[src/rtl/rgbsat_pkg.sv]
// shared types and constants for the hsl saturation adjust block
package rgbsat_pkg;

    localparam logic [9:0] GAIN_RESET = 10'd218;

    // hue sector base, in units of one sixth of a turn
    localparam logic [2:0] BASE_RED   = 3'd0;
    localparam logic [2:0] BASE_GREEN = 3'd2;
    localparam logic [2:0] BASE_BLUE  = 3'd4;
    localparam logic [2:0] BASE_WRAP  = 3'd6;

    typedef enum logic [1:0] {
        RAMP_UP,
        RAMP_HI,
        RAMP_DOWN,
        RAMP_LO
    } ramp_mode_t;

    // sideband carried alongside the divider stages
    typedef struct packed {
        logic [8:0] sum;
        logic [2:0] base;
        logic       neg;
        logic       last;
    } div_side_t;

endpackage

[src/rtl/rgbsat_div2_pipe.sv]
// two restoring dividers side by side, one quotient bit per stage
module rgbsat_div2_pipe #(
    parameter int FRAC_BITS = 16
) (
    input  logic                   clk,
    input  logic                   rst_n,
    input  logic                   en,
    input  logic                   in_vld,
    input  logic [7:0]             num_a,
    input  logic [7:0]             dv_a,
    input  logic [7:0]             num_b,
    input  logic [7:0]             dv_b,
    input  rgbsat_pkg::div_side_t  side_in,
    output logic                   out_vld,
    output logic [FRAC_BITS:0]     quo_a,
    output logic [FRAC_BITS:0]     quo_b,
    output rgbsat_pkg::div_side_t  side_out
);
    import rgbsat_pkg::*;

    localparam int NST = FRAC_BITS + 1;

    logic [7:0]         rem_a_reg [0:NST-1];
    logic [7:0]         rem_b_reg [0:NST-1];
    logic [FRAC_BITS:0] quo_a_reg [0:NST-1];
    logic [FRAC_BITS:0] quo_b_reg [0:NST-1];
    logic [7:0]         dv_a_reg  [0:NST-1];
    logic [7:0]         dv_b_reg  [0:NST-1];
    div_side_t          side_reg  [0:NST-1];
    logic [NST-1:0]     vld_reg;

    for (genvar k = 0; k < NST; k++) begin : g_stage
        logic [8:0]         pa;
        logic [8:0]         pb;
        logic [7:0]         dva;
        logic [7:0]         dvb;
        logic [FRAC_BITS:0] qa_prev;
        logic [FRAC_BITS:0] qb_prev;
        div_side_t          side_prev;
        logic               vld_prev;
        logic               ge_a;
        logic               ge_b;
        logic [8:0]         ra;
        logic [8:0]         rb;

        if (k == 0) begin : g_first
            assign pa        = {1'b0, num_a};
            assign pb        = {1'b0, num_b};
            assign dva       = dv_a;
            assign dvb       = dv_b;
            assign qa_prev   = '0;
            assign qb_prev   = '0;
            assign side_prev = side_in;
            assign vld_prev  = in_vld;
        end
        else begin : g_next
            assign pa        = {rem_a_reg[k-1], 1'b0};
            assign pb        = {rem_b_reg[k-1], 1'b0};
            assign dva       = dv_a_reg[k-1];
            assign dvb       = dv_b_reg[k-1];
            assign qa_prev   = quo_a_reg[k-1];
            assign qb_prev   = quo_b_reg[k-1];
            assign side_prev = side_reg[k-1];
            assign vld_prev  = vld_reg[k-1];
        end

        always_comb
        begin
            ge_a = (pa >= {1'b0, dva});
            ge_b = (pb >= {1'b0, dvb});
            ra   = ge_a ? (pa - {1'b0, dva}) : pa;
            rb   = ge_b ? (pb - {1'b0, dvb}) : pb;
        end

        always_ff @(posedge clk or negedge rst_n)
        begin
            if (!rst_n)
            begin
                vld_reg[k] <= 1'b0;
            end
            else if (en)
            begin
                vld_reg[k] <= vld_prev;
            end
        end

        always_ff @(posedge clk)
        begin
            if (en)
            begin
                rem_a_reg[k] <= ra[7:0];
                rem_b_reg[k] <= rb[7:0];
                quo_a_reg[k] <= qa_prev
                    | ({{FRAC_BITS{1'b0}}, ge_a} << (FRAC_BITS - k));
                quo_b_reg[k] <= qb_prev
                    | ({{FRAC_BITS{1'b0}}, ge_b} << (FRAC_BITS - k));
                dv_a_reg[k]  <= dva;
                dv_b_reg[k]  <= dvb;
                side_reg[k]  <= side_prev;
            end
        end
    end

    assign out_vld  = vld_reg[NST-1];
    assign quo_a    = quo_a_reg[NST-1];
    assign quo_b    = quo_b_reg[NST-1];
    assign side_out = side_reg[NST-1];

endmodule

[config.mk]
export PLATFORM = sky130hd
export DESIGN_NAME = rgbsat_div2_pipe
export DESIGN_NICKNAME = d
export VERILOG_FILES = /design/src/rtl/rgbsat_pkg.sv /design/src/rtl/rgbsat_div2_pipe.sv
export SDC_FILE = /design/constraint.sdc
export NUM_CORES = 1
export LEC_CHECK = 0
export BUFFER_PORTS_ARGS = -buffer_cell sky130_fd_sc_hd__buf_2
export CAP_MARGIN = 20
export CORE_MARGIN = 2
export CORE_UTILIZATION = 30
export DETAILED_ROUTE_END_ITERATION = 7
export SYNTH_ARGS = -nofsm -noshare
export SYNTH_HDL_FRONTEND = slang
export SYNTH_SLANG_ARGS = --single-unit
[constraint.sdc]
create_clock -name clk -period 4.7 [get_ports clk]
set_clock_uncertainty 0.1 [all_clocks]
set_input_delay 0.94 -clock clk [delete_from_list [all_inputs] [get_ports clk]]
set_output_delay 0.94 -clock clk [all_outputs]
set_load 0.005 [all_outputs]
# --- Word-level counts from Yosys, hierarchy flattened ---
# Memory sizes are Yosys's and may differ from the RTL's.
# Cells that the tools add are included.
op_classes:
  n_lt_le_gt_ge: 34
  muxes: 36
  bitwise: 32
  addsub: 34
op_table:
  columns: ["cell", "n"]
  rows:
  - [">= comparator 9 x 8 -> 1 bit", 32]
  - ["two-way mux 8 bit", 34]
  - ["subtractor 8 bit", 34]
  - ["bitwise OR 17 x 1 -> 17 bit", 2]
  - ["bitwise OR 17 x 10 -> 17 bit", 2]
  - ["bitwise OR 17 x 11 -> 17 bit", 2]
  - ["bitwise OR 17 x 12 -> 17 bit", 2]
  - ["bitwise OR 17 x 13 -> 17 bit", 2]
  - ["bitwise OR 17 x 14 -> 17 bit", 2]
  - ["bitwise OR 17 x 15 -> 17 bit", 2]
  - ["bitwise OR 17 x 16 -> 17 bit", 2]
  - ["bitwise OR 17 x 2 -> 17 bit", 2]
  - ["bitwise OR 17 x 3 -> 17 bit", 2]
  - ["bitwise OR 17 x 4 -> 17 bit", 2]
  - ["bitwise OR 17 x 5 -> 17 bit", 2]
  - ["bitwise OR 17 x 6 -> 17 bit", 2]
  - ["bitwise OR 17 x 7 -> 17 bit", 2]
  - ["bitwise OR 17 x 8 -> 17 bit", 2]
  - ["bitwise OR 17 x 9 -> 17 bit", 2]
  - [">= comparator 8 bit", 2]
  - ["two-way mux 1 bit", 2]
word_totals:
  register_bits: 17
  elab_cells: 160
  output_inout_bits: 49
  memories: 7
  inputBits: 50
  mem_bits_rw: 1360
memory_table:
  columns: ["name", "depth", "width", "rd", "rd_clocked_by_memory_dff", "write_ports", "line_no", "source"]
  rows:
  - ["quo_a_reg", 17, 17, 17, 0, 17, "rgbsat_div2_pipe.sv:25", "logic [FRAC_BITS:0] quo_a_reg [0:NST-1];"]
  - ["quo_b_reg", 17, 17, 17, 0, 17, "rgbsat_div2_pipe.sv:26", "logic [FRAC_BITS:0] quo_b_reg [0:NST-1];"]
  - ["side_reg", 17, 14, 17, 0, 17, "rgbsat_div2_pipe.sv:29", "div_side_t side_reg [0:NST-1];"]
  - ["dv_a_reg", 17, 8, 16, 0, 17, "rgbsat_div2_pipe.sv:27", "logic [7:0] dv_a_reg [0:NST-1];"]
  - ["dv_b_reg", 17, 8, 16, 0, 17, "rgbsat_div2_pipe.sv:28", "logic [7:0] dv_b_reg [0:NST-1];"]
  - ["rem_a_reg", 17, 8, 16, 0, 17, "rgbsat_div2_pipe.sv:23", "logic [7:0] rem_a_reg [0:NST-1];"]
  - ["+1 memories", null, null, null, null, null, null, null]

# --- Logic depth before layout (Yosys ltp) ---
# Gate-level depths: netlist of run 1.
# An unclocked memory read counts as a cell.
logic_depth:
  word_depth: 3
  depth_mapped: 9
  ltp_nobuf: 8

# --- Worst setup path before layout of run 1 ---
# OpenSTA, ideal clock, no wires.
synth_timing:
  kind: "input to register"
  start: "input port num_b[0]"
  end: "memory rem_b_reg[0][2], data pin"
  path_stages: 8
  path_buffers: 0
  setup_slack_ns: 1.677
  setup_ns: 0.260
  t_arrival_ns: 2.663
  required_ns: 4.340
  path_cell_list: "inv_1 -> ha_1 -> fa_1 -> nand2b_1 -> a21oi_1 -> a41o_1 -> a211oi_2 -> mux2_2"
synth_lines:
  columns: ["element", "line_no", "source"]
  rows:
  - ["start, declared", "rgbsat_div2_pipe.sv:11", "input logic [7:0] num_b,"]
  - ["end, declared", "rgbsat_div2_pipe.sv:24", "logic [7:0] rem_b_reg [0:NST-1];"]

==> impl_metrics.csv, run 1 <==
group,metric,value,unit
drt,wire_per_inst,13.2,um
timing,achievable-frequency,363,MHz
yosys,postSynth.asyncResetShare,1.58,%
yosys,leading_cell_type_by_number_of_instances_after_synthesis,"sky130_fd_sc_hd__edfxtp_1",
clocking,clock_insertion_delay_worst_skew,770,ps
timing,final_max_slew_viol_count,0,
clocking,numCtsBuffers,119,
power_and_ir_drop,swShare,28.9,%
timing,period_needed,2750,ps
worst_setup_path,cp_max_fo,8,
placed_design,io_buffer_count,98,
placed_design,placement.cell_area,50900,um2
layout,layout-drive-gt1-share,14.1,%
yosys,synth.yosys.warnings,0,
grt,antenna_found_initial,0,
worst_setup_path,cells_on_worst_reg2reg_path,8,
drt,drtPass1Iterations,4,
clocking,clk_transition_reported_paths,60,ps
yosys,syn-cell-area,47600,um2
status,status,"complete, no violations",
worst_setup_path,setup.worst_path.end_class,"register",
yosys,netlist_instances,3210,
yosys,synth_cell_type_count,68,
timing,final_hold_viol_count,0,
clocking,post_cts.resized_instances,0,
clocking,cts_tree,"built",
worst_setup_path,timing_worst_setup_path_type,"reg2reg",
power_and_ir_drop,leakagePower,20.8,nW
timing,rsz0062_at_grt,"false",
clocking,clock_tree.htree_level_count,3,
timing,final_min_period_over_clock_period,58.6,%
worst_setup_path,worstPathArrival,3130,ps
yosys,synth-seq-cells,1073,
drt,routed_wl,74.2,mm
layout,area_delta_synth_final,15.0,%
worst_setup_path,reg2reg_to,"rem_a_reg[0][34]$_DFFE_PP_",
drt,route.antenna.remaining_nets,0,
yosys,yosysSeqAreaShare,67.5,%
power_and_ir_drop,combinational_group_share_of_total_power,27.4,%
min_path,hold_path_startpoint,"side_in[1]",
worst_setup_path,reg2reg_setup_slack,1950,ps
yosys,post_synth.cell_area_avg,14.8,um2
floorplan,initial_core_util,30.1,%
floorplan,die_area,162000,um2
drt,post-route-drc-count,0,
floorplan,ioPinCount,99,
clocking,clock_tree_sinks,1073,
yosys,synth_area_leaders,"sky130_fd_sc_hd__edfxtp_1 67%, sky130_fd_sc_hd__ha_1 7.1%, sky130_fd_sc_hd__mux2_2 3.7%",
clocking,cts-root-buf,"sky130_fd_sc_hd__clkbuf_16",
floorplan,placeableCoreArea,158000,um2
grt,grt-ovfl-total,0,
layout,largest_reg_flops,238,
yosys,netlist.top_cell.by_area,"sky130_fd_sc_hd__edfxtp_1",
placed_design,place.gp.congestion,0.826,
timing,worstMarginPinSlew,896,ps
power_and_ir_drop,vdd_drop_max,369,uV
worst_setup_path,rr_startpoint,"dv_a_reg[0][25]$_DFFE_PP_",
job,max_cap_violations,0,
drt,detail_route.iter0.violations,1215,
yosys,synth-edff-count,1056,
power_and_ir_drop,switching_power,0.00895,W
clocking,number_of_buffers_inserted_to_repair_setup_after_cts,0,
clocking,postCtsHoldBufs,1,
worst_setup_path,critical_path_required,5070,ps
yosys,synth_commonest_cells,"1056 x sky130_fd_sc_hd__edfxtp_1, 350 x sky130_fd_sc_hd__inv_1, 270 x sky130_fd_sc_hd__ha_1",
timing,finalSetupViolCount,0,
grt,grt_max_degree,120,
min_path,whs_endpoint,"side_reg[0][1]$_DFFE_PP_",
grt,grt_pass1_wl,124,mm
drt,vias,25077,
power_and_ir_drop,pwr-share-seq,43.6,%
power_and_ir_drop,clkPwrFrac,29.0,%
floorplan,die_h,402,um
yosys,postSynthNetCount,3562,
power_and_ir_drop,p_per_area,564,nW/um2
grt,grtUsageTotal,9.16,%
layout,nFillCells,15054,
yosys,synthDominantCellAreaShare,66.6,%
worst_setup_path,cp-start-kind,"register",
min_path,hold_crit_path_type,"in2reg",
power_and_ir_drop,cell_internal_pwr,0.0220,W
grt,first_global_vias,25923,
timing,max_slew_margin,40.0,%
layout,layout.core_utilization,34.7,%
layout,antennaDiodeCount,0,
placed_design,dp_hpwl,49.3,mm
floorplan,core.rowCount,146,
yosys,synth_ff_type,"sky130_fd_sc_hd__edfxtp_1",
timing,finalSetupTns,0,ps
clocking,cts-root-to-sink-buffers,3,
drt,route.detailed.vias_per_inst,4.48,
min_path,min_path_cells,1,
floorplan,x_dimension_of_the_die,402,um
layout,design.final.nets,3779,
layout,post-route-cell-area,54800,um2
[worst max-delay path: stages, from the launching register on]
cell	delay [ps]
sky130_fd_sc_hd__edfxtp_1	450
sky130_fd_sc_hd__inv_1	80
sky130_fd_sc_hd__ha_1	230
sky130_fd_sc_hd__ha_1	180
sky130_fd_sc_hd__and2_1	150
sky130_fd_sc_hd__o21ai_1	150
sky130_fd_sc_hd__a21oi_2	90
sky130_fd_sc_hd__a2111oi_4	630
sky130_fd_sc_hd__mux2_2	410
[cells in the final DEF (no fill, tap or decap), types with 28 or more instances in the layout]
cell type and n:
sky130_fd_sc_hd__a21oi_1 116, sky130_fd_sc_hd__a21o_1 56, sky130_fd_sc_hd__o21ai_0 81, sky130_fd_sc_hd__nand2b_1 42
sky130_fd_sc_hd__a31oi_1 28, sky130_fd_sc_hd__clkbuf_16 119, sky130_fd_sc_hd__buf_2 97, sky130_fd_sc_hd__edfxtp_1 1056
sky130_fd_sc_hd__nand3_1 50, sky130_fd_sc_hd__xnor2_1 71, sky130_fd_sc_hd__clkinv_1 31, sky130_fd_sc_hd__nand2_1 73
sky130_fd_sc_hd__nor2_1 173, sky130_fd_sc_hd__nor3_1 42, sky130_fd_sc_hd__o21a_1 68, sky130_fd_sc_hd__mux2_2 155
sky130_fd_sc_hd__nor2b_1 57, sky130_fd_sc_hd__inv_1 350, sky130_fd_sc_hd__ha_1 270, sky130_fd_sc_hd__fa_1 32
sky130_fd_sc_hd__a211oi_1 35, sky130_fd_sc_hd__xor2_1 30
[kinds of logic after synthesis]
family	after synthesis	synth area share, %
flops	1073	67.5
compound gates	570	8.51
simple gates	605	6.52
fa+ha+maj	302	8.44
buf+inv	378	2.99
xor+xnor	101	1.86
mux	181	4.21
[power groups by stage]
stage / Clock [W] / Sequential, W / Combinational [W]
2_1_floorplan: 0 / 0.0134 / 0.00676
3_3_place_gp: 0 / 0.0137 / 0.00819
3_5_place_dp: 0 / 0.0137 / 0.00841
4_1_cts: 0.00933 / 0.0135 / 0.00850
5_1_grt: 0.00969 / 0.0137 / 0.00957
6_report: 0.00895 / 0.0135 / 0.00848
[metrics by stage]
step	hold WS, ps	setup slack (ps)	std cells	total power (W)
detailed placement	305	1230	5377	0.0221
global route	190	1750	5602	0.0329
finish	258	1950	5602	0.0309
CTS	165	1920	5602	0.0313
global placement	300	1250	5377	0.0218
floorplan	300	1680	3210	0.0201
[worst max-delay path by stage]
stage | to | start | depth (start not counted)
global placement | rem_b_reg[0][6]$_DFFE_PP_ | num_b[0] | 9
detailed placement | rem_b_reg[0][2]$_DFFE_PP_ | num_b[0] | 9
floorplan | rem_b_reg[0][2]$_DFFE_PP_ | num_b[0] | 8
finish | rem_a_reg[0][34]$_DFFE_PP_ | dv_a_reg[0][25]$_DFFE_PP_ | 8
CTS | rem_a_reg[0][34]$_DFFE_PP_ | dv_a_reg[0][25]$_DFFE_PP_ | 8
global route | rem_a_reg[0][34]$_DFFE_PP_ | dv_a_reg[0][25]$_DFFE_PP_ | 8
[cell type report]
class / instances / area [um2] / area share [%]
Tap cell: 2072 / 2590 / 4.73
Sequential cell: 1073 / 32100 / 58.7
Multi-Input combinational cell: 1759 / 14100 / 25.7
Clock buffer: 141 / 3060 / 5.59
Inverter: 350 / 1310 / 2.40
Clock inverter: 83 / 776 / 1.42
Timing Repair Buffer: 124 / 811 / 1.48
[layer usage]
layer / vias up / GRT usage (%) / wire (um) / share of wire (%)
met4: 0 / 4.57 / 2870 / 3.9
met5: - / 0 / 0 / 0
met2: 354 / 16.4 / 37600 / 51
met1: 12044 / 10.3 / 30900 / 42
met3: 173 / 1.90 / 2770 / 3.7
li1: 12506 / - / - / -
Note: power is estimated with default switching activity, not from simulation.
==> run 2: changes to the inputs <==
clock period = 2.3 ns   (was 4.7 ns; I/O delays follow)
==> impl_metrics.csv, run 2 (synthesis results as in run 1) <==
group,metric,value,unit
drt,detail_route.iter0.violations,1178,
grt,grt-ovfl-total,0,
worst_setup_path,timing_worst_setup_path_type,"in2reg",
job,max_cap_violations,0,
layout,design.final.nets,4133,
clocking,clk_transition_reported_paths,60,ps
drt,post-route-drc-count,0,
clocking,clock_insertion_delay_worst_skew,740,ps
timing,fin_ws,-8.40,ps
placed_design,io_buffer_count,98,
drt,route.detailed.vias_per_inst,4.44,
worst_setup_path,setup.worst_path.end_class,"register",
layout,layout-drive-gt1-share,24.8,%
clocking,numCtsBuffers,118,
timing,max_slew_margin,66.0,%
clocking,clock_tree.htree_level_count,3,
status,violations,"negative setup slack",
timing,final_hold_viol_count,0,
grt,first_global_vias,27440,
layout,largest_reg_flops,238,
floorplan,placeableCoreArea,158000,um2
timing,final_max_slew_viol_count,0,
floorplan,x_dimension_of_the_die,402,um
layout,most_frequent_cells_in_the_layout,"1056 x sky130_fd_sc_hd__edfxtp_1, 340 x sky130_fd_sc_hd__inv_1, 295 x sky130_fd_sc_hd__buf_4, 234 x sky130_fd_sc_hd__ha_1, 166 x sky130_fd_sc_hd__nor2_1",
layout,area_delta_synth_final,24.0,%
clocking,cts-root-buf,"sky130_fd_sc_hd__clkbuf_16",
floorplan,die_h,402,um
worst_setup_path,cp-start-kind,"input port",
timing,finalSetupViolCount,1,
layout,nFillCells,14813,
timing,rsz0062_at_grt,"true",
worst_setup_path,cp_max_fo,3,
clocking,cts-root-to-sink-buffers,3,
worst_setup_path,critical_path_required,2660,ps
timing,worstMarginPinSlew,507,ps
worst_setup_path,worstPathArrival,2670,ps
floorplan,initial_core_util,30.1,%
placed_design,dp_hpwl,52.8,mm
grt,antenna_found_initial,0,
timing,final_min_period_over_clock_period,100,%
floorplan,die_area,162000,um2
layout,mostFrequentLayoutCell,"sky130_fd_sc_hd__edfxtp_1",
timing,achievable-frequency,433,MHz
grt,grt_pass1_wl,129,mm
placed_design,pre_cts_ws,-277,ps
floorplan,core.rowCount,146,
clocking,cts_tree,"built",
grt,grtUsageTotal,9.46,%
power_and_ir_drop,vdd_drop_max,773,uV
min_path,hold_crit_path_type,"in2async",
timing,finalSetupTns,-8.40,ps
status,status,"finished, violations left",
drt,route.antenna.remaining_nets,0,
layout,antennaDiodeCount,0,
grt,grt_max_degree,60,
power_and_ir_drop,leakagePower,22.8,nW
drt,vias,26454,
drt,routed_wl,77.4,mm
clocking,clock_tree_sinks,1073,
power_and_ir_drop,p_per_area,1140,nW/um2
placed_design,place.gp.congestion,0.803,
floorplan,ioPinCount,99,
timing,period_needed,2310,ps
drt,wire_per_inst,13.0,um
layout,ff_latch_area,32100,um2
drt,drtPass1Iterations,5,
layout,multi_input_area,15100,um2
-- run 2: changes by cell type in the layout (fill, tap and decap cells not counted), moves of 18 or more --
cell and delta:
sky130_fd_sc_hd__buf_4 +279, sky130_fd_sc_hd__dlygate4sd3_1 +44, sky130_fd_sc_hd__ha_1 -36, sky130_fd_sc_hd__ha_4 +31, sky130_fd_sc_hd__mux2_2 -26, sky130_fd_sc_hd__mux2_4 +26, sky130_fd_sc_hd__buf_12 +20, sky130_fd_sc_hd__fa_1 -19
sky130_fd_sc_hd__fa_2 +19, sky130_fd_sc_hd__a21oi_1 -18
-- run 2: final cells by class --
type,count,area share [%]
sequential,1073,54.4
inverter,350,2.27
tap,2072,4.39
clock inverter,74,1.50
clock buffer,145,5.26
timing repair buffer,479,6.59
multi-input combinational,1759,25.6
-- run 2: critical path, cell delays in order --
cell	delay [ps]
sky130_fd_sc_hd__dlygate4sd3_1	530
sky130_fd_sc_hd__buf_2	150
sky130_fd_sc_hd__ha_4	160
sky130_fd_sc_hd__fa_2	350
sky130_fd_sc_hd__nand2b_4	160
sky130_fd_sc_hd__a21oi_4	140
sky130_fd_sc_hd__a41o_1	170
sky130_fd_sc_hd__a211oi_4	80
sky130_fd_sc_hd__buf_4	170
sky130_fd_sc_hd__mux2_4	280
-- run 2: stage by stage --
step | hold WS (ps) | power [W] | util (%) | std cells | instance area [um2]
floorplan | 64.4 | 0.0413 | - | 3210 | 47800
global placement | 290 | 0.0467 | 33.8 | 5649 | 53400
detailed placement | 288 | 0.0472 | 33.8 | 5649 | 53400
CTS | 0.861 | 0.0671 | 36.7 | 5922 | 58000
global route | 49.1 | 0.0717 | 37.4 | 5952 | 59100
finish | 75.0 | 0.0675 | 37.4 | 5952 | 59100
-- run 2: worst paths after layout --
check / start / to / slack [ps] / cells after the start
max: dv_b[0] / rem_b_reg[0][3]$_DFFE_PP_ / -8 / 10
min: rst_n / g_stage[10].vld_prev$_DFFE_PN0P_ / 70 / 2
max reg2reg: rem_b_reg[0][112]$_SDFFCE_PN0P_ / rem_b_reg[0][126]$_DFFE_PP_ / 10 / 7
min reg2reg: side_reg[11][8]$_DFFE_PP_ / side_reg[12][8]$_DFFE_PP_ / 290 / 0
max in group asynchronous: rst_n / g_stage[8].vld_prev$_DFFE_PN0P_ / 1740 / 2
min in group clk: en / quo_b_reg[11][7]$_DFFE_PP_ / 100 / 1
-- run 2: power by group --
part / total [W] / switching [W] / internal (W) / leakage (nW)
sequential: 0.0276 / 0.00155 / 0.0261 / 10.5
clock: 0.0190 / 0.00774 / 0.0112 / 1.93
combinational: 0.0209 / 0.00995 / 0.0109 / 10.4
total: 0.0675 / 0.0192 / 0.0482 / 22.8
-- run 2: layer usage --
| metal | global-route usage, % | share of wire [%] | vias up | wire length [um] |
|---|---|---|---|---|
| met1 | 10.3 | 40 | 12731 | 31300 |
| met5 | 0 | 0 | - | 0 |
| met3 | 2.07 | 3.4 | 181 | 2600 |
| li1 | - | - | 13203 | - |
| met4 | 3.64 | 3.2 | 0 | 2470 |
| met2 | 17.7 | 53 | 339 | 41000 |
-- run 2: timing repair --
item / in CTS / in global routing
setup buffers: 9 / 31
pin swaps: 20 / 70
hold buffers: 45 / 0
hold endpoints to repair: 61 / 0
resized for setup: 29 / 173
endpoints found under the setup margin: 72 / 190
==> run 3: changes to the inputs <==
--- a/config.mk
+++ b/config.mk
@@ -9,3 +9,3 @@
 export CAP_MARGIN = 20
-export CORE_MARGIN = 2
+export CORE_MARGIN = 1
 export CORE_UTILIZATION = 30
--- a/constraint.sdc
+++ b/constraint.sdc
@@ -4,2 +4,2 @@
 set_output_delay 0.46 -clock clk [all_outputs]
-set_load 0.005 [all_outputs]
+set_load 0.1 [all_outputs]
==> impl_metrics.csv, run 3 (synthesis results as in run 1) <==
group,metric,value,unit
layout,layout.core_utilization,37.3,%
grt,grt-ovfl-total,0,
clocking,cts-root-buf,"sky130_fd_sc_hd__clkbuf_16",
worst_setup_path,cp_max_fo,7,
job,max_cap_violations,0,
floorplan,initial_core_util,30.3,%
status,violations,"negative setup slack",
layout,post-route-cell-area,58600,um2
grt,grt_pass1_wl,127,mm
grt,first_global_vias,26989,
floorplan,die_h,400,um
timing,whs,130,ps
clocking,clk_transition_reported_paths,60,ps
clocking,clock_tree.htree_level_count,3,
grt,antenna_found_initial,0,
layout,mostFrequentLayoutCell,"sky130_fd_sc_hd__edfxtp_1",
timing,fin_ws,-20.8,ps
drt,route.detailed.vias_per_inst,4.45,
clocking,numCtsBuffers,116,
worst_setup_path,reg2reg_setup_slack,-20,ps
status,status,"finished, violations left",
clocking,cts_tree,"built",
worst_setup_path,critical_path_required,2690,ps
clocking,clock_insertion_delay_worst_skew,730,ps
drt,vias,26303,
worst_setup_path,reg2reg_to,"rem_a_reg[0][37]$_DFFE_PP_",
worst_setup_path,timing_worst_setup_path_type,"reg2reg",
drt,drtPass1Iterations,5,
timing,final_hold_viol_count,0,
layout,design.final.nets,4106,
power_and_ir_drop,power.total,0.0674,W
layout,antennaDiodeCount,0,
placed_design,dp_hpwl,52.8,mm
power_and_ir_drop,p_per_area,1150,nW/um2
power_and_ir_drop,vdd_drop_max,727,uV
timing,final_min_period_over_clock_period,101,%
worst_setup_path,worst_path_largest_cell_delay,390,ps
worst_setup_path,timing.critical_path.slowest_stage_cell,"sky130_fd_sc_hd__edfxtp_1",
layout,most_frequent_cells_in_the_layout,"1056 x sky130_fd_sc_hd__edfxtp_1, 342 x sky130_fd_sc_hd__inv_1, 272 x sky130_fd_sc_hd__buf_4, 235 x sky130_fd_sc_hd__ha_1, 169 x sky130_fd_sc_hd__nor2_1",
timing,finalSetupViolCount,8,
drt,post-route-drc-count,0,
worst_setup_path,cp-start-kind,"register",
placed_design,place.gp.congestion,0.823,
layout,largest_reg_flops,238,
floorplan,die_area,160000,um2
drt,routed_wl,76.5,mm
grt,grtUsageTotal,9.42,%
timing,final_max_slew_viol_count,0,
drt,wire_per_inst,12.9,um
worst_setup_path,cp_cell_sequence,"inv_1 -> ha_1 -> ha_2 -> and2_4 -> o21ai_2 -> a21oi_2 -> a2111oi_4 -> buf_12 -> mux2_4",
placed_design,io_buffer_count,98,
power_and_ir_drop,leakagePower,22.6,nW
timing,period_needed,2320,ps
worst_setup_path,setup.worst_path.end_class,"register",
worst_setup_path,rr_startpoint,"dv_a_reg[0][25]$_DFFE_PP_",
clocking,cts-root-to-sink-buffers,3,
placed_design,pre_cts_ws,-258,ps
grt,grt_max_degree,72,
floorplan,core.rowCount,145,
layout,area_delta_synth_final,23.0,%
placed_design,placement.cell_area,53200,um2
drt,detail_route.iter0.violations,1088,
floorplan,ioPinCount,99,
worst_setup_path,worstPathArrival,2710,ps
floorplan,x_dimension_of_the_die,400,um
drt,route.antenna.remaining_nets,0,
timing,worstMarginPinSlew,597,ps
timing,rsz0062_at_grt,"true",
worst_setup_path,worst-path-buf-inv,2,
layout,layout-drive-gt1-share,24.2,%
floorplan,placeableCoreArea,157000,um2
worst_setup_path,cells_on_worst_reg2reg_path,9,
worst_setup_path,critPathTopFamily,"compound AO/OA/AOI/OAI gates",
min_path,hold_crit_path_type,"in2async",
clocking,clock_tree_sinks,1073,
timing,max_slew_margin,60.2,%
timing,achievable-frequency,431,MHz
worst_setup_path,cp_num_cells,9,
-- run 3: power by group --
part / leakage, nW / switching (W) / internal, W
logic: 10.2 / 0.0103 / 0.0109
clock network: 1.88 / 0.00768 / 0.0109
registers: 10.5 / 0.00158 / 0.0261
-- run 3: worst max-delay path by stage --
| stage | from | endpoint | slack [ps] |
|---|---|---|---|
| 6_report | dv_a_reg[0][25]$_DFFE_PP_ | rem_a_reg[0][37]$_DFFE_PP_ | -20 |
| 2_1_floorplan | num_b[0] | rem_b_reg[0][2]$_DFFE_PP_ | -130 |
| 3_5_place_dp | num_b[0] | rem_b_reg[0][2]$_DFFE_PP_ | -260 |
| 3_3_place_gp | num_b[0] | rem_b_reg[0][7]$_DFFE_PP_ | -250 |
| 4_1_cts | dv_a_reg[0][25]$_DFFE_PP_ | rem_a_reg[0][37]$_DFFE_PP_ | -60 |
| 5_1_grt | dv_a_reg[0][25]$_DFFE_PP_ | rem_a_reg[0][35]$_DFFE_PP_ | -180 |
-- run 3: final cells by class --
class / count / area, um2
Tap cell: 2058 / 2570
Multi-Input combinational cell: 1759 / 15000
Inverter: 350 / 1340
Timing Repair Buffer: 454 / 3650
Clock buffer: 136 / 2980
Clock inverter: 80 / 872
Sequential cell: 1073 / 32100
Fill cell: 14661 / 98300
-- run 3: routing by layer --
metal	routed length [um]	track usage, %	vias up
met5	0	0	-
met2	40300	17.6	306
met1	31100	10.1	12657
met4	2540	3.86	0
met3	2620	2.21	177
li1	-	-	13163
-- run 3: repair_timing --
item	4_1_cts	5_1_grt
buffers inserted	6	26
pin swaps	14	44
endpoints found under the hold margin	60	0
hold buffers	44	0
cloned	0	1
gates resized for setup	18	174
setup endpoints to repair	59	173
-- run 3: through the flow --
stage,setup TNS [ps],instances
global route,-1850,5910
floorplan,-1070,3210
detailed placement,-4860,5618
global placement,-3850,5618
finish,-93.2,5910
CTS,-251,5884
